--- src/rtl/core/dxq_pkg.sv ---
// ----------------------------------------------------------------------------
// dxq_pkg
// Shared types and constants for the divisor-keyed xor trie query block.
// ----------------------------------------------------------------------------
package dxq_pkg;

  localparam int FIELD_W          = 17;
  localparam int VALUE_BITS_DEF   = 17;
  localparam int NODE_POOL_DEF    = 4194304;

  localparam logic ACT_INSERT = 1'b0;
  localparam logic ACT_QUERY  = 1'b1;

  typedef struct packed {
    logic               action;
    logic [FIELD_W-1:0] value;
    logic [FIELD_W-1:0] divisor;
    logic [FIELD_W-1:0] sum_limit;
  } dxq_req_t;

  typedef struct packed {
    logic               found;
    logic [FIELD_W-1:0] best_value;
    logic               pool_overflow;
  } dxq_rsp_t;

  typedef enum logic [4:0] {
    ST_CLEAR, ST_IDLE,
    ST_INS_TEST, ST_INS_DIVW, ST_NEXT_I,
    ST_ADD_BEGIN, ST_ADD_RD, ST_ADD_LINK, ST_ADD_CHILD, ST_ADD_LVL, ST_ADD_END,
    ST_ADD_NEXT,
    ST_Q_CHK, ST_Q_DIVW, ST_Q_CHK2, ST_Q_ROOT,
    ST_W_RD, ST_W_C0, ST_W_C1, ST_W_STEP, ST_W_LVL,
    ST_RES_NF, ST_RES_FOUND
  } dxq_state_t;

  typedef enum logic [4:0] {
    CMD_NONE, CMD_CLEAR, CMD_LOAD,
    CMD_INS_DIV, CMD_NEXT_I,
    CMD_ADD_BEGIN, CMD_RD_NODE, CMD_INS_LINK, CMD_WR_CHILD, CMD_LVL_DEC,
    CMD_ADD_NEXT,
    CMD_Q_DIV, CMD_Q_ROOT,
    CMD_W_C0, CMD_W_C1, CMD_W_STEP,
    CMD_RES_NF, CMD_RES_FOUND
  } dxq_cmd_t;

  typedef struct packed {
    logic clear_done;
    logic is_query;
    logic isq_gt_x;
    logic div_done;
    logic rem_zero;
    logic second;
    logic phase;
    logic add_ok;
    logic link_zero;
    logic lvl_zero;
    logic k_zero;
    logic q_ok;
    logic root_ok;
  } dxq_status_t;

endpackage

--- src/rtl/core/dxq_ctrl.sv ---
// ----------------------------------------------------------------------------
// dxq_ctrl
// Sequencer for root clearing, inserts and queries.
// ----------------------------------------------------------------------------
module dxq_ctrl import dxq_pkg::*; (
  input  logic        clk,
  input  logic        rst,
  input  logic        start,
  input  dxq_status_t status,
  output logic        busy,
  output dxq_cmd_t    cmd
);

  dxq_state_t state, state_next;

  always_ff @(posedge clk) begin
    if (rst) state <= ST_CLEAR;
    else     state <= state_next;
  end

  always_comb begin
    state_next = state;
    case (state)
      ST_CLEAR:     if (status.clear_done) state_next = ST_IDLE;
      ST_IDLE:      if (start) state_next = ST_Q_CHK;
      ST_INS_TEST:  state_next = status.isq_gt_x ? ST_IDLE : ST_INS_DIVW;
      ST_INS_DIVW:  if (status.div_done)
                      state_next = status.rem_zero ? ST_ADD_BEGIN : ST_NEXT_I;
      ST_NEXT_I:    state_next = ST_INS_TEST;
      ST_ADD_BEGIN: state_next = status.add_ok ? ST_ADD_RD : ST_ADD_END;
      ST_ADD_RD:    state_next = ST_ADD_LINK;
      ST_ADD_LINK:  state_next = status.link_zero ? ST_ADD_CHILD : ST_ADD_LVL;
      ST_ADD_CHILD: state_next = ST_ADD_LVL;
      ST_ADD_LVL:   state_next = status.lvl_zero ? ST_ADD_END : ST_ADD_RD;
      ST_ADD_END:   state_next = (!status.phase && status.second) ? ST_ADD_NEXT
                                                                  : ST_NEXT_I;
      ST_ADD_NEXT:  state_next = ST_ADD_BEGIN;
      ST_Q_CHK: begin
        if (!status.is_query)   state_next = ST_INS_TEST;
        else if (status.k_zero) state_next = ST_RES_NF;
        else                    state_next = ST_Q_DIVW;
      end
      ST_Q_DIVW:    if (status.div_done) state_next = ST_Q_CHK2;
      ST_Q_CHK2:    state_next = status.q_ok ? ST_Q_ROOT : ST_RES_NF;
      ST_Q_ROOT:    state_next = status.root_ok ? ST_W_RD : ST_RES_NF;
      ST_W_RD:      state_next = ST_W_C0;
      ST_W_C0:      state_next = ST_W_C1;
      ST_W_C1:      state_next = ST_W_STEP;
      ST_W_STEP:    state_next = ST_W_LVL;
      ST_W_LVL:     state_next = status.lvl_zero ? ST_RES_FOUND : ST_W_RD;
      ST_RES_NF:    state_next = ST_IDLE;
      ST_RES_FOUND: state_next = ST_IDLE;
      default:      state_next = ST_IDLE;
    endcase
  end

  // Q_ROOT holds no command: the root read is issued in Q_CHK2
  always_comb begin
    cmd = CMD_NONE;
    case (state)
      ST_CLEAR:     cmd = CMD_CLEAR;
      ST_IDLE:      if (start) cmd = CMD_LOAD;
      ST_INS_TEST:  if (!status.isq_gt_x) cmd = CMD_INS_DIV;
      ST_NEXT_I:    cmd = CMD_NEXT_I;
      ST_ADD_BEGIN: cmd = CMD_ADD_BEGIN;
      ST_ADD_RD:    cmd = CMD_RD_NODE;
      ST_ADD_LINK:  cmd = CMD_INS_LINK;
      ST_ADD_CHILD: cmd = CMD_WR_CHILD;
      ST_ADD_LVL:   cmd = CMD_LVL_DEC;
      ST_ADD_NEXT:  cmd = CMD_ADD_NEXT;
      ST_Q_CHK:     if (status.is_query && !status.k_zero) cmd = CMD_Q_DIV;
      ST_Q_CHK2:    if (status.q_ok) cmd = CMD_Q_ROOT;
      ST_W_RD:      cmd = CMD_RD_NODE;
      ST_W_C0:      cmd = CMD_W_C0;
      ST_W_C1:      cmd = CMD_W_C1;
      ST_W_STEP:    cmd = CMD_W_STEP;
      ST_W_LVL:     cmd = CMD_LVL_DEC;
      ST_RES_NF:    cmd = CMD_RES_NF;
      ST_RES_FOUND: cmd = CMD_RES_FOUND;
      default:      cmd = CMD_NONE;
    endcase
  end

  assign busy = (state != ST_IDLE);

endmodule

--- config.mk ---
export PLATFORM = sky130hd
export DESIGN_NAME = dxq_ctrl
export DESIGN_NICKNAME = d
export VERILOG_FILES = /design/src/rtl/core/dxq_pkg.sv /design/src/rtl/core/dxq_ctrl.sv
export SDC_FILE = /design/constraint.sdc
export NUM_CORES = 1
export LEC_CHECK = 0
export ABC_AREA = 0
export BUFFER_PORTS_ARGS = -buffer_cell sky130_fd_sc_hd__buf_2
export CAP_MARGIN = 0
export CORE_UTILIZATION = 50
export DETAILED_ROUTE_END_ITERATION = 10
export PLACE_DENSITY = 0.79
export SYNTH_ARGS = -nofsm -noshare
export SYNTH_HDL_FRONTEND = slang
export SYNTH_SLANG_ARGS = --single-unit
--- constraint.sdc ---
create_clock -name clk -period 2.05 [get_ports clk]
set_input_delay 0.205 -clock clk [delete_from_list [all_inputs] [get_ports clk]]
set_output_delay 0.205 -clock clk [all_outputs]
set_load 0.01 [all_outputs]
# Word-level counts from Yosys, hierarchy flattened
# Index checks and enable logic that the tools add are counted.
[word_totals]
reg_bits = 5
inputBits = 16
output_inout_bits = 6
word_cells = 57
[classes]
n_eq_ne = 27
n_mux = 21
n_reduce_logical = 8
[op_table]
columns = ["cell", "count"]
rows = [
  ["$pmux 5 s21", 1],
  ["$pmux 5 s17", 1],
  ["$eq 5x4->1 const B", 8],
  ["$eq 5x5->1 const B", 7],
  ["$mux 5", 7],
  ["$eq 5x3->1 const B", 4],
  ["$mux 4", 5],
  ["$eq 5x2->1 const B", 2],
  ["$ne 2x2->1 const B", 4],
  ["$mux 2", 3],
  ["$mux 3", 2],
  ["$eq 5x1->1 const B", 1],
  ["$logic_not 5->1", 1],
  ["$ne 5x1->1 const B", 1],
  ["$reduce_and 4->1", 1],
  ["$reduce_or 2->1", 2],
  ["$logic_and 1x1->1", 2],
  ["$logic_not 1->1", 2],
  ["$mux 1", 2],
]

# Logic depth before layout (Yosys ltp)
[depth]
word_depth = 4
ltp_mapped = 7
depth_no_buf = 4

# Worst setup path before layout
# OpenSTA, ideal clock, no wires.
[synth_timing]
path_kind = "register -> output"
from = "reg state[3]"
to = "out cmd[1]"
arrival_ns = 1.333
t_required_ns = 1.845
slack_ns = 0.512
stages_incl_launch_ff = 7
path_buffers = 2
path_cell_list = "dfxtp_1 > buf_2 > buf_4 > nor3b_1 > a21oi_1 > o31a_1 > o221ai_1"
[synth_via]
elab_chain_len = 3
word_cells_on_any_way = 22
cone_classes = "eq/ne: 18; mux: 1; reduce/logical: 3"
[synth_rtl]
columns = ["element", "line", "text"]
rows = [
  ["start: declaration", "dxq_ctrl.sv:14", "dxq_state_t state, state_next;"],
  ["start signal: assignment", "dxq_ctrl.sv:18", "else state <= state_next;"],
  ["$eq 5x5->1 (tied with other cells)", "dxq_ctrl.sv:60", "case (state)"],
  ["$reduce_or 2->1 (no line)", "--", ""],
  ["$pmux 5 s17 *", "dxq_ctrl.sv:60", ""],
  ["end: declaration", "dxq_ctrl.sv:11", "output dxq_cmd_t cmd"],
]
# Mark *: on every way between the ends. The rest lies on a longest branch, timed or not.

# Worst setup path in the final report
[layout_timing]
from = "reg state[1]"
to = "out cmd[1]"
# The elaborated chain is that of the path after synthesis.

==> results.cfg <==
[sta]
setup_viol = 0
slew_headroom_pct = 76.24
worst_slew_pin_slew_ns = 0.3514
finalMaxSlewViolations = 0
layout_setup_ws_ns = 0.09277
layout_min_cycle_time_ns = 1.957
hold_ws_ns = 0.2218
fin_skew_ns = 0.005590
setup-tns-final_ns = 0
rsz0062_at_grt = no
finalHoldViolations = 0
finalCritPeriodShare_pct = 95.47
fmax_ghz = 0.5109

[pwr]
internal_power_uw = 269.2
p_switching_uw = 175.1
p_clk_share_pct = 27.3
p_seq_share_pct = 26.6
power_density_mw_per_mm2 = 401.2
switching_share_pct = 39.42
power.leakage_uw = 0.0004236
vdd_drop_max_mv = 0.3939
power_frac_comb_pct = 46.1

[setup_path]
critPathLaunchType = flop
critPathMaxFanout = 11
crit_arrival_ns = 1.75
r2r_slack_ns = 0.37
reg2regPathDepth = 5
worstPathRequired_ns = 1.85
setup.worst_path.class = reg -> out
worstReg2RegEnd = state[3]$_SDFFE_PP0P_
reg2reg_from = state[3]$_SDFFE_PP0P_
endpoint_kind = output port

[floorplan]
die_x_um = 46.13
core-area_mm2 = 0.001783
rows = 15
io_pins = 22
die_y_um = 46.13
start_util_pct = 54.60
die_area_mm2 = 0.002128

[global_route]
grt_usage_pct = 30.89
grt_pass1_wl_um = 4664
antenna_found_initial = 0
grt_pass1_vias = 1055
grt_overflow = 0
grt_max_degree = 20

[placement]
dpl.hpwl_um = 2231
pre_cts_ws_ns = 0.2551
globalplace.congestion = 0.9542
io_buffer_count = 21

[yosys]
synthTopCellsByArea = dfxtp_1 10%, buf_6 6.9%, nand2b_1 5.8%
synth-xor-area-share_pct = 0.8997
synth-simple-area-share_pct = 33.93
syn-num-nets = 150
synth_top_cell_by_area = dfxtp_1
synth_seq_area_share_pct = 10.28
yosys_most_used_dff = dfxtp_1
yosysUniqueCellTypes = 51
muxShareOfSynthArea_pct = 1.157
syn_inst = 134
syn_area_um2 = 973.4
syn_area_per_cell_um2 = 7.264
netlist.area_leader.share_pct = 10.28
synth_compound_area_share_pct = 38.95
yosysWarnings = 0
synth-seq-cells = 5
postSynth.asyncResetShare_pct = 0
synth_top_family_by_area = compound AO/OA/AOI/OAI gates
synth_adder_area_share_pct = 0
synth_edf_count = 0

[routing]
via_count = 1185
drt_iter0_markers = 94
drt_wl_total_um = 2921
drt_first_pass_iters = 5
viasPerCell = 6.547
wl_per_cell_um = 16.14
drtAntennaViolNets = 0
drc = 0

[status]
status = finished, final reports clean

[clock_network]
clk_pin_slew_ns = 0.05
postCtsSetupRepairBufs = 0
ctsHoldBuffers = 0
root_buffer = clkbuf_4
cts_sinks = 5
clockBufferDepth = 2
cts_made_buffers = 3
cts_tree = built
h-tree-depth = 1
clk_latency_ns = 0.26

[worst_hold_path]
hold_depth = 2
hold_path_end = state[2]$_SDFFE_PP0P_
hp-start = rst
hold_class = in -> reg

[finish]
num_antenna_cells = 0
drive_above_1_share_pct = 30.77
nNetsFinal = 173
largest_reg_flops = 5
regMostFlops = state
top_regs = state (5)
area_delta_synth_final_pct = 13.75
final_core_util_pct = 62.11
fillers = 172

[run]
cap_violations = 0
## how the worst max path moves through the flow
| stage | startpoint | to | slack, ns | depth (start not counted) |
|---|---|---|---|---|
| 3_5_place_dp | state[1]$_SDFFE_PP0P_ | cmd[1] | 0.26 | 7 |
| 2_1_floorplan | state[3]$_SDFFE_PP0P_ | cmd[1] | 0.51 | 6 |
| 3_3_place_gp | state[0]$_SDFFE_PP0P_ | cmd[1] | 0.32 | 5 |
| 6_report | state[1]$_SDFFE_PP0P_ | cmd[1] | 0.09 | 7 |
| 4_1_cts | state[3]$_SDFFE_PP0P_ | cmd[1] | 0.01 | 5 |
| 5_1_grt | state[1]$_SDFFE_PP0P_ | cmd[1] | 0.005 | 7 |
## layout make-up
| class | count | area [µm²] | area share (%) |
|---|---|---|---|
| Multi-Input combinational cell | 109 | 734.5 | 66.33 |
| Timing Repair Buffer | 32 | 187.7 | 16.95 |
| Sequential cell | 5 | 105.1 | 9.492 |
| Tap cell | 25 | 31.28 | 2.825 |
| Clock buffer | 4 | 26.28 | 2.373 |
| Inverter | 6 | 22.52 | 2.034 |
## per-layer routing
layer,vias to the layer above,GRT usage (%),routed length (µm)
li1,553,-,-
met1,528,40.47,1221
met2,90,46.76,1326
met3,14,8.627,276
met4,0,13.53,97
met5,-,0,0
## stage by stage
stage | std cells | area, µm² | total power (µW)
global route | 181 | 1107 | 471.1
finish | 181 | 1107 | 444.3
detailed placement | 177 | 1071 | 317.0
global placement | 177 | 1071 | 316.5
CTS | 181 | 1099 | 438.9
floorplan | 134 | 973.4 | 252.6
## power by group through the flow
stage                     logic (µW)  clock network [µW]  registers, µW
final                            205                 121            118
after global routing             221                 131            119
after CTS                        200                 123            116
after detailed placement         199                   0            118
after global placement           198                   0            118
after floorplan                  144                   0            108
## repair_timing
action	in CTS	in global routing
endpoints found under the setup margin	1	2
gates resized for setup	1	4
pin swaps	0	0
## worst max-delay path, stage by stage, from the launching register on
cell and delay (ns):
dfxtp_2 0.35, buf_4 0.16, buf_4 0.17, nor3b_2 0.18, a21oi_1 0.05, o31a_1 0.25
o221ai_1 0.18, buf_2 0.16
## cells in the mapped netlist, types with 2 or more instances
| cell | instances |
|---|---|
| nor2_1 | 12 |
| nand2b_1 | 9 |
| nand2_1 | 8 |
| a21oi_1 | 7 |
| buf_4 | 6 |
| buf_6 | 6 |
| inv_1 | 6 |
| nor3_1 | 6 |
| o21ai_0 | 6 |
| dfxtp_1 | 5 |
| a31oi_1 | 4 |
| nand3_1 | 4 |
| a211oi_1 | 3 |
| a32oi_1 | 3 |
| a2111oi_2 | 2 |
| a21boi_0 | 2 |
| a221oi_1 | 2 |
| and3_1 | 2 |
| and4_1 | 2 |
| nor2b_1 | 2 |
| nor3b_1 | 2 |
| o211ai_1 | 2 |
| o21ai_1 | 2 |
| o221ai_1 | 2 |
| o22ai_1 | 2 |
| o2bb2ai_1 | 2 |
## placed cells by master, fill, tap and decap left out, types with 2 or more instances in the layout
cell	count
a2111oi_2	2
a211oi_1	3
a21boi_0	2
a21oi_1	7
a221oi_1	2
a31oi_1	4
a32oi_1	3
and3_1	2
and4_1	2
buf_2	21
buf_4	11
clkbuf_4	3
dfxtp_2	4
inv_1	6
nand2_1	8
nand2b_1	9
nand3_1	4
nor2_1	12
nor2b_1	2
nor3_1	6
nor3b_2	2
o211ai_1	2
o21ai_0	6
o21ai_1	2
o221ai_1	2
o22ai_1	2
o2bb2ai_1	2
## logic make-up (layout without fill, tap and decap cells)
group / Yosys count / in the layout
xor gates and xnor gates: 1 / 1
DFF: 5 / 5
AOI/OAI and AO/OA: 51 / 51
buffers and inverters: 20 / 42
and+or+nand+nor: 56 / 56
muxes: 1 / 1
Power figures use the tool's default switching activity.
